$ cat config.mk
export PLATFORM = sky130hd
export DESIGN_NAME = ssn_back
export DESIGN_NICKNAME = d
export VERILOG_FILES = /design/src/design/ssn_pkg.sv /design/src/design/ssn_back.sv
export SDC_FILE = /design/constraint.sdc
export NUM_CORES = 2
export LEC_CHECK = 0
export ABC_AREA = 1
export ABC_CLOCK_PERIOD_IN_PS = 9900
export BUFFER_PORTS_ARGS = -buffer_cell sky130_fd_sc_hd__buf_4
export CAP_MARGIN = 40
export CORE_MARGIN = 5
export CORE_UTILIZATION = 60
export CTS_BUF_LIST = sky130_fd_sc_hd__clkbuf_4
export DETAILED_ROUTE_END_ITERATION = 12
export PLACE_DENSITY = 0.79
export RECOVER_POWER = 100
export SLEW_MARGIN = 20
export SYNTH_ARGS = -nofsm -noshare
export SYNTH_HDL_FRONTEND = slang
export SYNTH_SLANG_ARGS = --single-unit
$ cat constraint.sdc
create_clock -name clk -period 9.9 [get_ports clk]
set_clock_uncertainty 0.2 [all_clocks]
set_input_delay 0.99 -clock clk [delete_from_list [all_inputs] [get_ports clk]]
set_output_delay 0.99 -clock clk [all_outputs]
set_load 0.005 [all_outputs]
$ cat src/design/ssn_pkg.sv
// Package for the selectable static nonlinearity core.
// Types, widths, register codes and defaults shared by all core files; no dependencies.
`default_nettype none
package ssn_pkg;

    localparam int SAMPLE_W  = 24;
    localparam int MAG_W     = 24;
    localparam int SQ_W      = 47;
    localparam int LEVEL_W   = 32;
    localparam int GAIN_W    = 40;
    localparam int CUT_W     = 23;
    localparam int CAP_W     = 61;
    localparam int LOGI_W    = 31;
    localparam int PADDR_W   = 6;
    localparam int PDATA_W   = 64;
    localparam int NUM_STAGES = 14;

    localparam int IN_FRAC_BITS_DEF    = 20;
    localparam int SIG_TABLE_DEPTH_DEF = 1024;
    localparam int SIG_IN_RANGE_DEF    = 16;

    localparam logic [CAP_W-1:0]  WIDE_CAP = CAP_W'(1) << 60;
    localparam logic [LOGI_W-1:0] LOGI_ONE = LOGI_W'(1) << 30;

    typedef enum logic [2:0] {
        MODE_SQUARE,
        MODE_SAT_SQUARE,
        MODE_DBL_LOGI,
        MODE_SQ_LOGI,
        MODE_LINEAR,
        MODE_SAT_LINEAR,
        MODE_BOX,
        MODE_SCALE
    } mode_t;

    typedef enum logic [2:0] {
        REG_MODE,
        REG_LEVEL_MIN,
        REG_LEVEL_MAX,
        REG_CUT_LEVEL,
        REG_GAIN,
        REG_SIG_SLOPE,
        REG_SIG_SHIFT,
        REG_SIG_OFFSET
    } reg_idx_t;

    typedef struct packed {
        mode_t                      mode;
        logic signed [LEVEL_W-1:0]  level_min;
        logic signed [LEVEL_W-1:0]  level_max;
        logic [CUT_W-1:0]           cut_level;
        logic [GAIN_W-1:0]          gain;
        logic [GAIN_W-1:0]          sig_slope;
        logic [CUT_W-1:0]           sig_shift;
        logic signed [LEVEL_W-1:0]  sig_offset;
    } cfg_t;

    typedef struct packed {
        logic neg;
        logic d1neg;
        logic d2pos;
        logic below_cut;
    } flags_t;

    typedef logic [NUM_STAGES:1] stage_en_t;

endpackage
`default_nettype wire

$ cat src/design/ssn_back.sv
// Back stages 6 to 14: side data delay, logistic scaling by gain, mode
// selection with level offsets, and final 32-bit saturation. Uses ssn_pkg.
`default_nettype none
module ssn_back (
    input  wire logic                              clk,
    input  wire ssn_pkg::stage_en_t                en,
    input  wire ssn_pkg::cfg_t                     cfg,
    input  wire logic [ssn_pkg::CAP_W-1:0]         wsat,
    input  wire logic [ssn_pkg::CAP_W-1:0]         lin,
    input  wire ssn_pkg::flags_t                   flags,
    input  wire logic [ssn_pkg::LOGI_W-1:0]        l1,
    input  wire logic [ssn_pkg::LOGI_W-1:0]        l2,
    output logic signed [ssn_pkg::LEVEL_W-1:0]     level,
    output logic                                   clipped
);

    localparam int CW = ssn_pkg::CAP_W;
    localparam int LW = ssn_pkg::LEVEL_W;
    localparam logic signed [63:0] POS_LIM = 64'sh7FFF_FFFF;
    localparam logic signed [63:0] NEG_LIM = -64'sh8000_0000;

    logic [CW-1:0]   wsat_pipe [6:12];
    logic [CW-1:0]   lin_pipe  [6:12];
    ssn_pkg::flags_t fl_pipe   [6:12];

    logic [31:0]     lsum12;
    logic [71:0]     gm12;
    logic [41:0]     gm12_reg;

    logic signed [63:0] lmin, lmax, loff, sq_v, lin_v, gm_v, acc13_next, acc13_reg;
    logic signed [LW-1:0] level14_reg, level14_next;
    logic            clip14_reg, clip14_next;

    always_comb
    begin
        lsum12 = (cfg.mode == ssn_pkg::MODE_DBL_LOGI) ? 32'(l1) + 32'(l2) : 32'(l1);
        gm12   = cfg.gain * lsum12;
    end

    always_comb
    begin
        lmin  = 64'(cfg.level_min);
        lmax  = 64'(cfg.level_max);
        loff  = 64'(cfg.sig_offset);
        sq_v  = $signed({3'b000, wsat_pipe[12]}) + lmin;
        lin_v = $signed({3'b000, lin_pipe[12]});
        gm_v  = $signed({22'd0, gm12_reg});
        case (cfg.mode)
            ssn_pkg::MODE_SQUARE:     acc13_next = sq_v;
            ssn_pkg::MODE_SAT_SQUARE: acc13_next = (sq_v > lmax) ? lmax : sq_v;
            ssn_pkg::MODE_DBL_LOGI,
            ssn_pkg::MODE_SQ_LOGI:    acc13_next = gm_v + loff + lmin;
            ssn_pkg::MODE_LINEAR:     acc13_next = lin_v + lmin;
            ssn_pkg::MODE_SAT_LINEAR: acc13_next = (lin_v + lmin > lmax) ? lmax : lin_v + lmin;
            ssn_pkg::MODE_BOX:        acc13_next = fl_pipe[12].below_cut ? lmin : lmax;
            ssn_pkg::MODE_SCALE:      acc13_next = fl_pipe[12].neg ? -lin_v : lin_v;
            default:                  acc13_next = lmin;
        endcase
    end

    always_comb
    begin
        if (acc13_reg > POS_LIM)
        begin
            level14_next = LW'(POS_LIM);
            clip14_next  = 1'b1;
        end
        else if (acc13_reg < NEG_LIM)
        begin
            level14_next = LW'(NEG_LIM);
            clip14_next  = 1'b1;
        end
        else
        begin
            level14_next = LW'(acc13_reg);
            clip14_next  = 1'b0;
        end
    end

    always_ff @(posedge clk)
    begin
        if (en[6])
        begin
            wsat_pipe[6] <= wsat;
            lin_pipe[6]  <= lin;
            fl_pipe[6]   <= flags;
        end
        // hold side data alongside the logistic lanes
        for (int k = 7; k <= 12; k++)
        begin
            if (en[k])
            begin
                wsat_pipe[k] <= wsat_pipe[k-1];
                lin_pipe[k]  <= lin_pipe[k-1];
                fl_pipe[k]   <= fl_pipe[k-1];
            end
        end
        if (en[12])
            gm12_reg <= gm12[71:30];
        if (en[13])
            acc13_reg <= acc13_next;
        if (en[14])
        begin
            level14_reg <= level14_next;
            clip14_reg  <= clip14_next;
        end
    end

    assign level   = level14_reg;
    assign clipped = clip14_reg;

endmodule
`default_nettype wire

==> results of run 1 <==
==> routing by layer <==
layer	overflow	global-route usage
met5	14	0.2787
met4	144	0.4586
met3	81	0.5084
met2	249	0.8128
met1	97	0.7287
==> cell families after synthesis <==
logic type               share of synthesized area
AO/OA/AOI/OAI                              0.05741
XOR/XNOR                                   0.01272
adder cells (fa/ha/maj)                     0.3225
buffers and inverters                      0.09701
flip-flops                                  0.3136
AND/OR/NAND/NOR                             0.1968
==> timing repair <==
action | 4_1_cts
hold buffers | 146
resized for setup | 0
buffers inserted | 0
endpoints found under the hold margin | 164
==> stage by stage <==
step / hold WS, ns / cells
after CTS: 0.001542 / 14100
after detailed placement: 0.2045 / 13590
after global placement: 0.2004 / 13570
after floorplan: 0.2003 / 11000
==> results.txt, run 1 <==
----------------------------------------------------
[GRT]
  Tot GR Track Use ... 0.6541
  Vias in the first global route ... 100600
  Maximum number of pins on one net before global-route repair ... 81
  Global-route wire length before repair ... 777.6 mm
  Sum of overflow across all layers after global routing ... 585

[Synth]
  Gate Count Post-Synth ... 11000
  Asr flop ratio synth ... 0
  Main flop type after synthesis ... sky130_fd_sc_hd__edfxtp_1
  Most numerous cell in the Yosys netlist ... sky130_fd_sc_hd__nand2_1
  Post-Synthesis Net Count ... 13210
  Top cells by area in the synthesized netlist ... sky130_fd_sc_hd__edfxtp_1, sky130_fd_sc_hd__fa_1, sky130_fd_sc_hd__nand2_1
  Post-synthesis instance area ... 96420 sq um
  Mean Syn Cell Area ... 8.764 sq um
  Proportion of synthesized chip area in sequential cells ... 0.3136
  Number of register bits inferred by synthesis ... 1007
  Cell type with the highest aggregate area in the netlist ... sky130_fd_sc_hd__edfxtp_1
  Proportion of netlist area held by the largest area contributor ... 0.3136
  Most frequent cells after synthesis ... sky130_fd_sc_hd__nand2_1, sky130_fd_sc_hd__inv_1, sky130_fd_sc_hd__fa_1, sky130_fd_sc_hd__nor2_1, sky130_fd_sc_hd__edfxtp_1
  Post-synth EDFFs ... 1007
  Yosys warning total ... 0
  Cell variety after synth ... 60

[Clocking]
  Number of CTS-inserted buffers ... 220
  Maximum count of clock buffers along a single path ... 3
  Sinks on Clock Net ... 1007
  Cell at the root of the clock tree ... sky130_fd_sc_hd__clkbuf_4
  Maximum level of the CTS H-tree ... 4

[Status]
  Status ... did not finish
  Error message ... [ERROR GRT-0116] Global routing finished with congestion. Check the congestion regions in the DRC Viewer.
  Last stage reached ... 5_1_grt

[Place]
  Detailed placer's ending HPWL ... 320.3 mm
  Total placed instance area ... 103900 sq um
  Global placer's final weighted congestion ... 1.078
  IO buf count ... 367
  Setup slack at placement ... -0.2683 ns

[Floorplan]
  Die boundary width ... 410.9 microns
  Effective utilization at floorplan ... 0.6019
  I/O pin count ... 461
  Number of core rows ... 147
  Die span in y ... 410.9 microns

----------------------------------------------------
==> run 2: changes to the inputs <==
CORE_UTILIZATION = 40   (was 60)
CTS_BUF_LIST = default   (was sky130_fd_sc_hd__clkbuf_4)
PLACE_DENSITY = default   (was 0.79)
PLACE_DENSITY_LB_ADDON = 0.15   (was default)
==> results.txt, run 2 <==
----------------------------------------------------
[Status]
  Status ... finished, violations left (was did not finish)
  Failing checks ... capacitance limit, slew limit

[Run]
  MaxCap Viol Count ... 20

[Timing]
  Tightest slew margin relative to the limit ... -1.393
  Final Cycle Share ... 0.9720
  Maximum clock frequency ... 103.9 MHz
  Setup violation total in the final timing report ... 0
  Worst Setup Slack, final ... 0.2773 ns
  Measured slew at the worst slew-check pin ... 3.589 ns
  Max Transition Viols Final ... 1033
  Number of hold-slack violations in the final timing report ... 0
  RSZ-0062 raised after global routing ... no
  Time the final worst path needs with I/O delays and setup ... 9.623 ns

[Synth]
  Yosys warning total ... 0 (unchanged)
  Top cells by area in the synthesized netlist ... sky130_fd_sc_hd__edfxtp_1, sky130_fd_sc_hd__fa_1, sky130_fd_sc_hd__nand2_1 (unchanged)
  Most numerous cell in the Yosys netlist ... sky130_fd_sc_hd__nand2_1 (unchanged)
  Number of register bits inferred by synthesis ... 1007 (unchanged)
  Post-synthesis instance area ... 96420 sq um (unchanged)
  Gate Count Post-Synth ... 11000 (unchanged)
  Post-synth EDFFs ... 1007 (unchanged)
  Post-Synthesis Net Count ... 13210 (unchanged)
  Asr flop ratio synth ... 0 (unchanged)
  Proportion of netlist area held by the largest area contributor ... 0.3136 (unchanged)
  Most frequent cells after synthesis ... sky130_fd_sc_hd__nand2_1, sky130_fd_sc_hd__inv_1, sky130_fd_sc_hd__fa_1, sky130_fd_sc_hd__nor2_1, sky130_fd_sc_hd__edfxtp_1 (unchanged)
  Main flop type after synthesis ... sky130_fd_sc_hd__edfxtp_1 (unchanged)
  Cell variety after synth ... 60 (unchanged)
  Mean Syn Cell Area ... 8.764 sq um (unchanged)
  Proportion of synthesized chip area in sequential cells ... 0.3136 (unchanged)
  Cell type with the highest aggregate area in the netlist ... sky130_fd_sc_hd__edfxtp_1 (unchanged)

[Route]
  Met3 wire length ... 37.88 mm
  Vias per cell ... 5.301
  Met2 Routed Length ... 150.6 mm
  Number of optimization iterations in the first detailed-route pass ... 7
  DRT Wirelength ... 371.9 mm
  Per-cell routed wire length ... 24.95 microns
  Met1 layer wirelength in the final routing ... 172.3 mm
  Vias ... 79000
  Number of violations reported at the end of detailed-routing iteration 0 ... 7701
  Post-detailed-route DRC marker count ... 0
  Uppermost routed layer ... met5
  Final ANT Viol Nets ... 0

[Place]
  Setup slack at placement ... -0.2135 ns (was -0.2683 ns)
  Global placer's final weighted congestion ... 0.9983 (was 1.078)
  Detailed placer's ending HPWL ... 314.7 mm (was 320.3 mm)
  IO buf count ... 367 (unchanged)

[Clocking]
  Maximum level of the CTS H-tree ... 3 (was 4)
  Clk pin slew, worst setup/hold paths ... 0.06 ns
  Cell at the root of the clock tree ... sky130_fd_sc_hd__clkbuf_16 (was sky130_fd_sc_hd__clkbuf_4)
  Clock tree from TritonCTS ... done
  Maximum count of clock buffers along a single path ... 3 (unchanged)
  Number of CTS-inserted buffers ... 95 (was 220)
  Post-CTS setup buffers ... 0 (unchanged)
  Sinks on Clock Net ... 1007 (unchanged)
  Insertion delay to the later sink of the worst-skew pair ... 0.72 ns

[Worst setup path]
  Cell mode on critical path ... sky130_fd_sc_hd__fa_1
  Slowest-stage cell, CP ... sky130_fd_sc_hd__fa_1
  Crit. End Element ... flop
  Reg2reg path depth ... 24
  CP peak stage delay ... 0.60 ns
  WP data arrival ... 9.88 ns
  Worst setup SP type ... input pin
  Maximum net fanout on the critical path ... 4
  Endpoint required time on the critical path ... 10.15 ns
  Category of the most critical setup path ... in2reg

[GRT]
  Maximum number of pins on one net before global-route repair ... 72
  Initial antenna violation count ... 13
  Tot GR Track Use ... 0.2939
  Global-route wire length before repair ... 538.0 mm
  Sum of overflow across all layers after global routing ... 0
  Vias in the first global route ... 79110

[Floorplan]
  Floorplan die area ... 251000 sq um
  Die span in y ... 501.0 microns (was 410.9 microns)
  I/O pin count ... 461 (unchanged)
  Std-Cell Core Area ... 240300 sq um
  Die boundary width ... 501.0 microns (was 410.9 microns)
  Effective utilization at floorplan ... 0.4013 (was 0.6019)
  Number of core rows ... 180 (was 147)

[Cells and area]
  Leading cell type in the layout, fill and taps excluded ... sky130_fd_sc_hd__nand2_1
  Highest-count cells in the layout ignoring fill and taps ... sky130_fd_sc_hd__nand2_1, sky130_fd_sc_hd__inv_1, sky130_fd_sc_hd__fa_1, sky130_fd_sc_hd__nor2_1, sky130_fd_sc_hd__edfxtp_1
  Layout overhead on the synthesized area ... 13.06%
  NumNets Final ... 13840
  Share of final-layout standard cells stronger than drive strength 1 ... 0.09013

[Min path]
  Hold/Removal Path Class ... reg2reg
  Hold Path Cell Cnt ... 0

----------------------------------------------------
==> run 2: cell counts after synthesis <==
Identical to the previous run, type by type.
==> run 2: worst max-delay path, delay by kind of cell <==
family / cells / cell delay (ns)
fa+ha+maj: 10 / 4.75
simple gates: 6 / 1.10
compound gates: 8 / 1.77
xor+xnor: 2 / 0.43
buf+inv: 7 / 0.82
==> run 2: cells by family after synthesis <==
logic type	synth area share
AOI/OAI and AO/OA	0.05741
xor gates and xnor gates	0.01272
adders and majority gates	0.3225
buffers and inverters	0.09701
DFF	0.3136
and+or+nand+nor	0.1968
==> run 2: through the flow <==
stage / cells / cell area, sq um / utilization / hold WS [ns] / setup TNS (ns)
after CTS: 14890 / 109200 / 0.4543 / 0.1536 / 0
after detailed placement: 14720 / 106200 / 0.4419 / 0.2045 / -2.896
after global routing: 14900 / 109000 / 0.4536 / 0.1989 / 0
after global placement: 14690 / 105900 / 0.4405 / 0.2030 / -4.162
after floorplan: 11000 / 96430 / - / 0.2003 / 0
final: 14900 / 109000 / 0.4537 / 0.1978 / 0
==> run 2: final timing paths <==
kind,start,to,slack (ns)
hold / removal,wsat_pipe[0][485]$_DFFE_PP_,wsat_pipe[0][546]$_DFFE_PP_,0.20
setup / recovery,l1[6],gm12_reg[11]$_DFFE_PP_,0.28
setup reg to reg,wsat_pipe[0][743]$_DFFE_PP_,acc13_reg[1]$_DFFE_PP_,2.91
hold reg to reg,wsat_pipe[0][485]$_DFFE_PP_,wsat_pipe[0][546]$_DFFE_PP_,0.20
==> run 2: layer usage <==
layer	global-route usage	vias to the layer above
met4	0.07469	4
met1	0.4477	39160
met2	0.4179	3534
li1	-	35850
met3	0.07062	454
met5	0	-
==> run 2: repair_timing <==
action | 4_1_cts | 5_1_grt
setup endpoints to repair | 0 | 4
hold buffers | 0 | 0
gates resized for setup | 0 | 8
==> run 2: area by class of cell <==
cell class	count	area [sq um]
Multi-Input combinational cell	7550	56910
Fill cell	23610	131300
Antenna cell	3	7.507
Timing Repair Buffer	871	6952
Inverter	2114	7935
Tap cell	3185	3985
Clock buffer	113	2445
Sequential cell	1007	30240
Clock inverter	61	545.5
Power of run 2 is left out: the tool's default activity adds up to more than one toggle a clock period on the data nets, which glitch-free logic cannot reach.
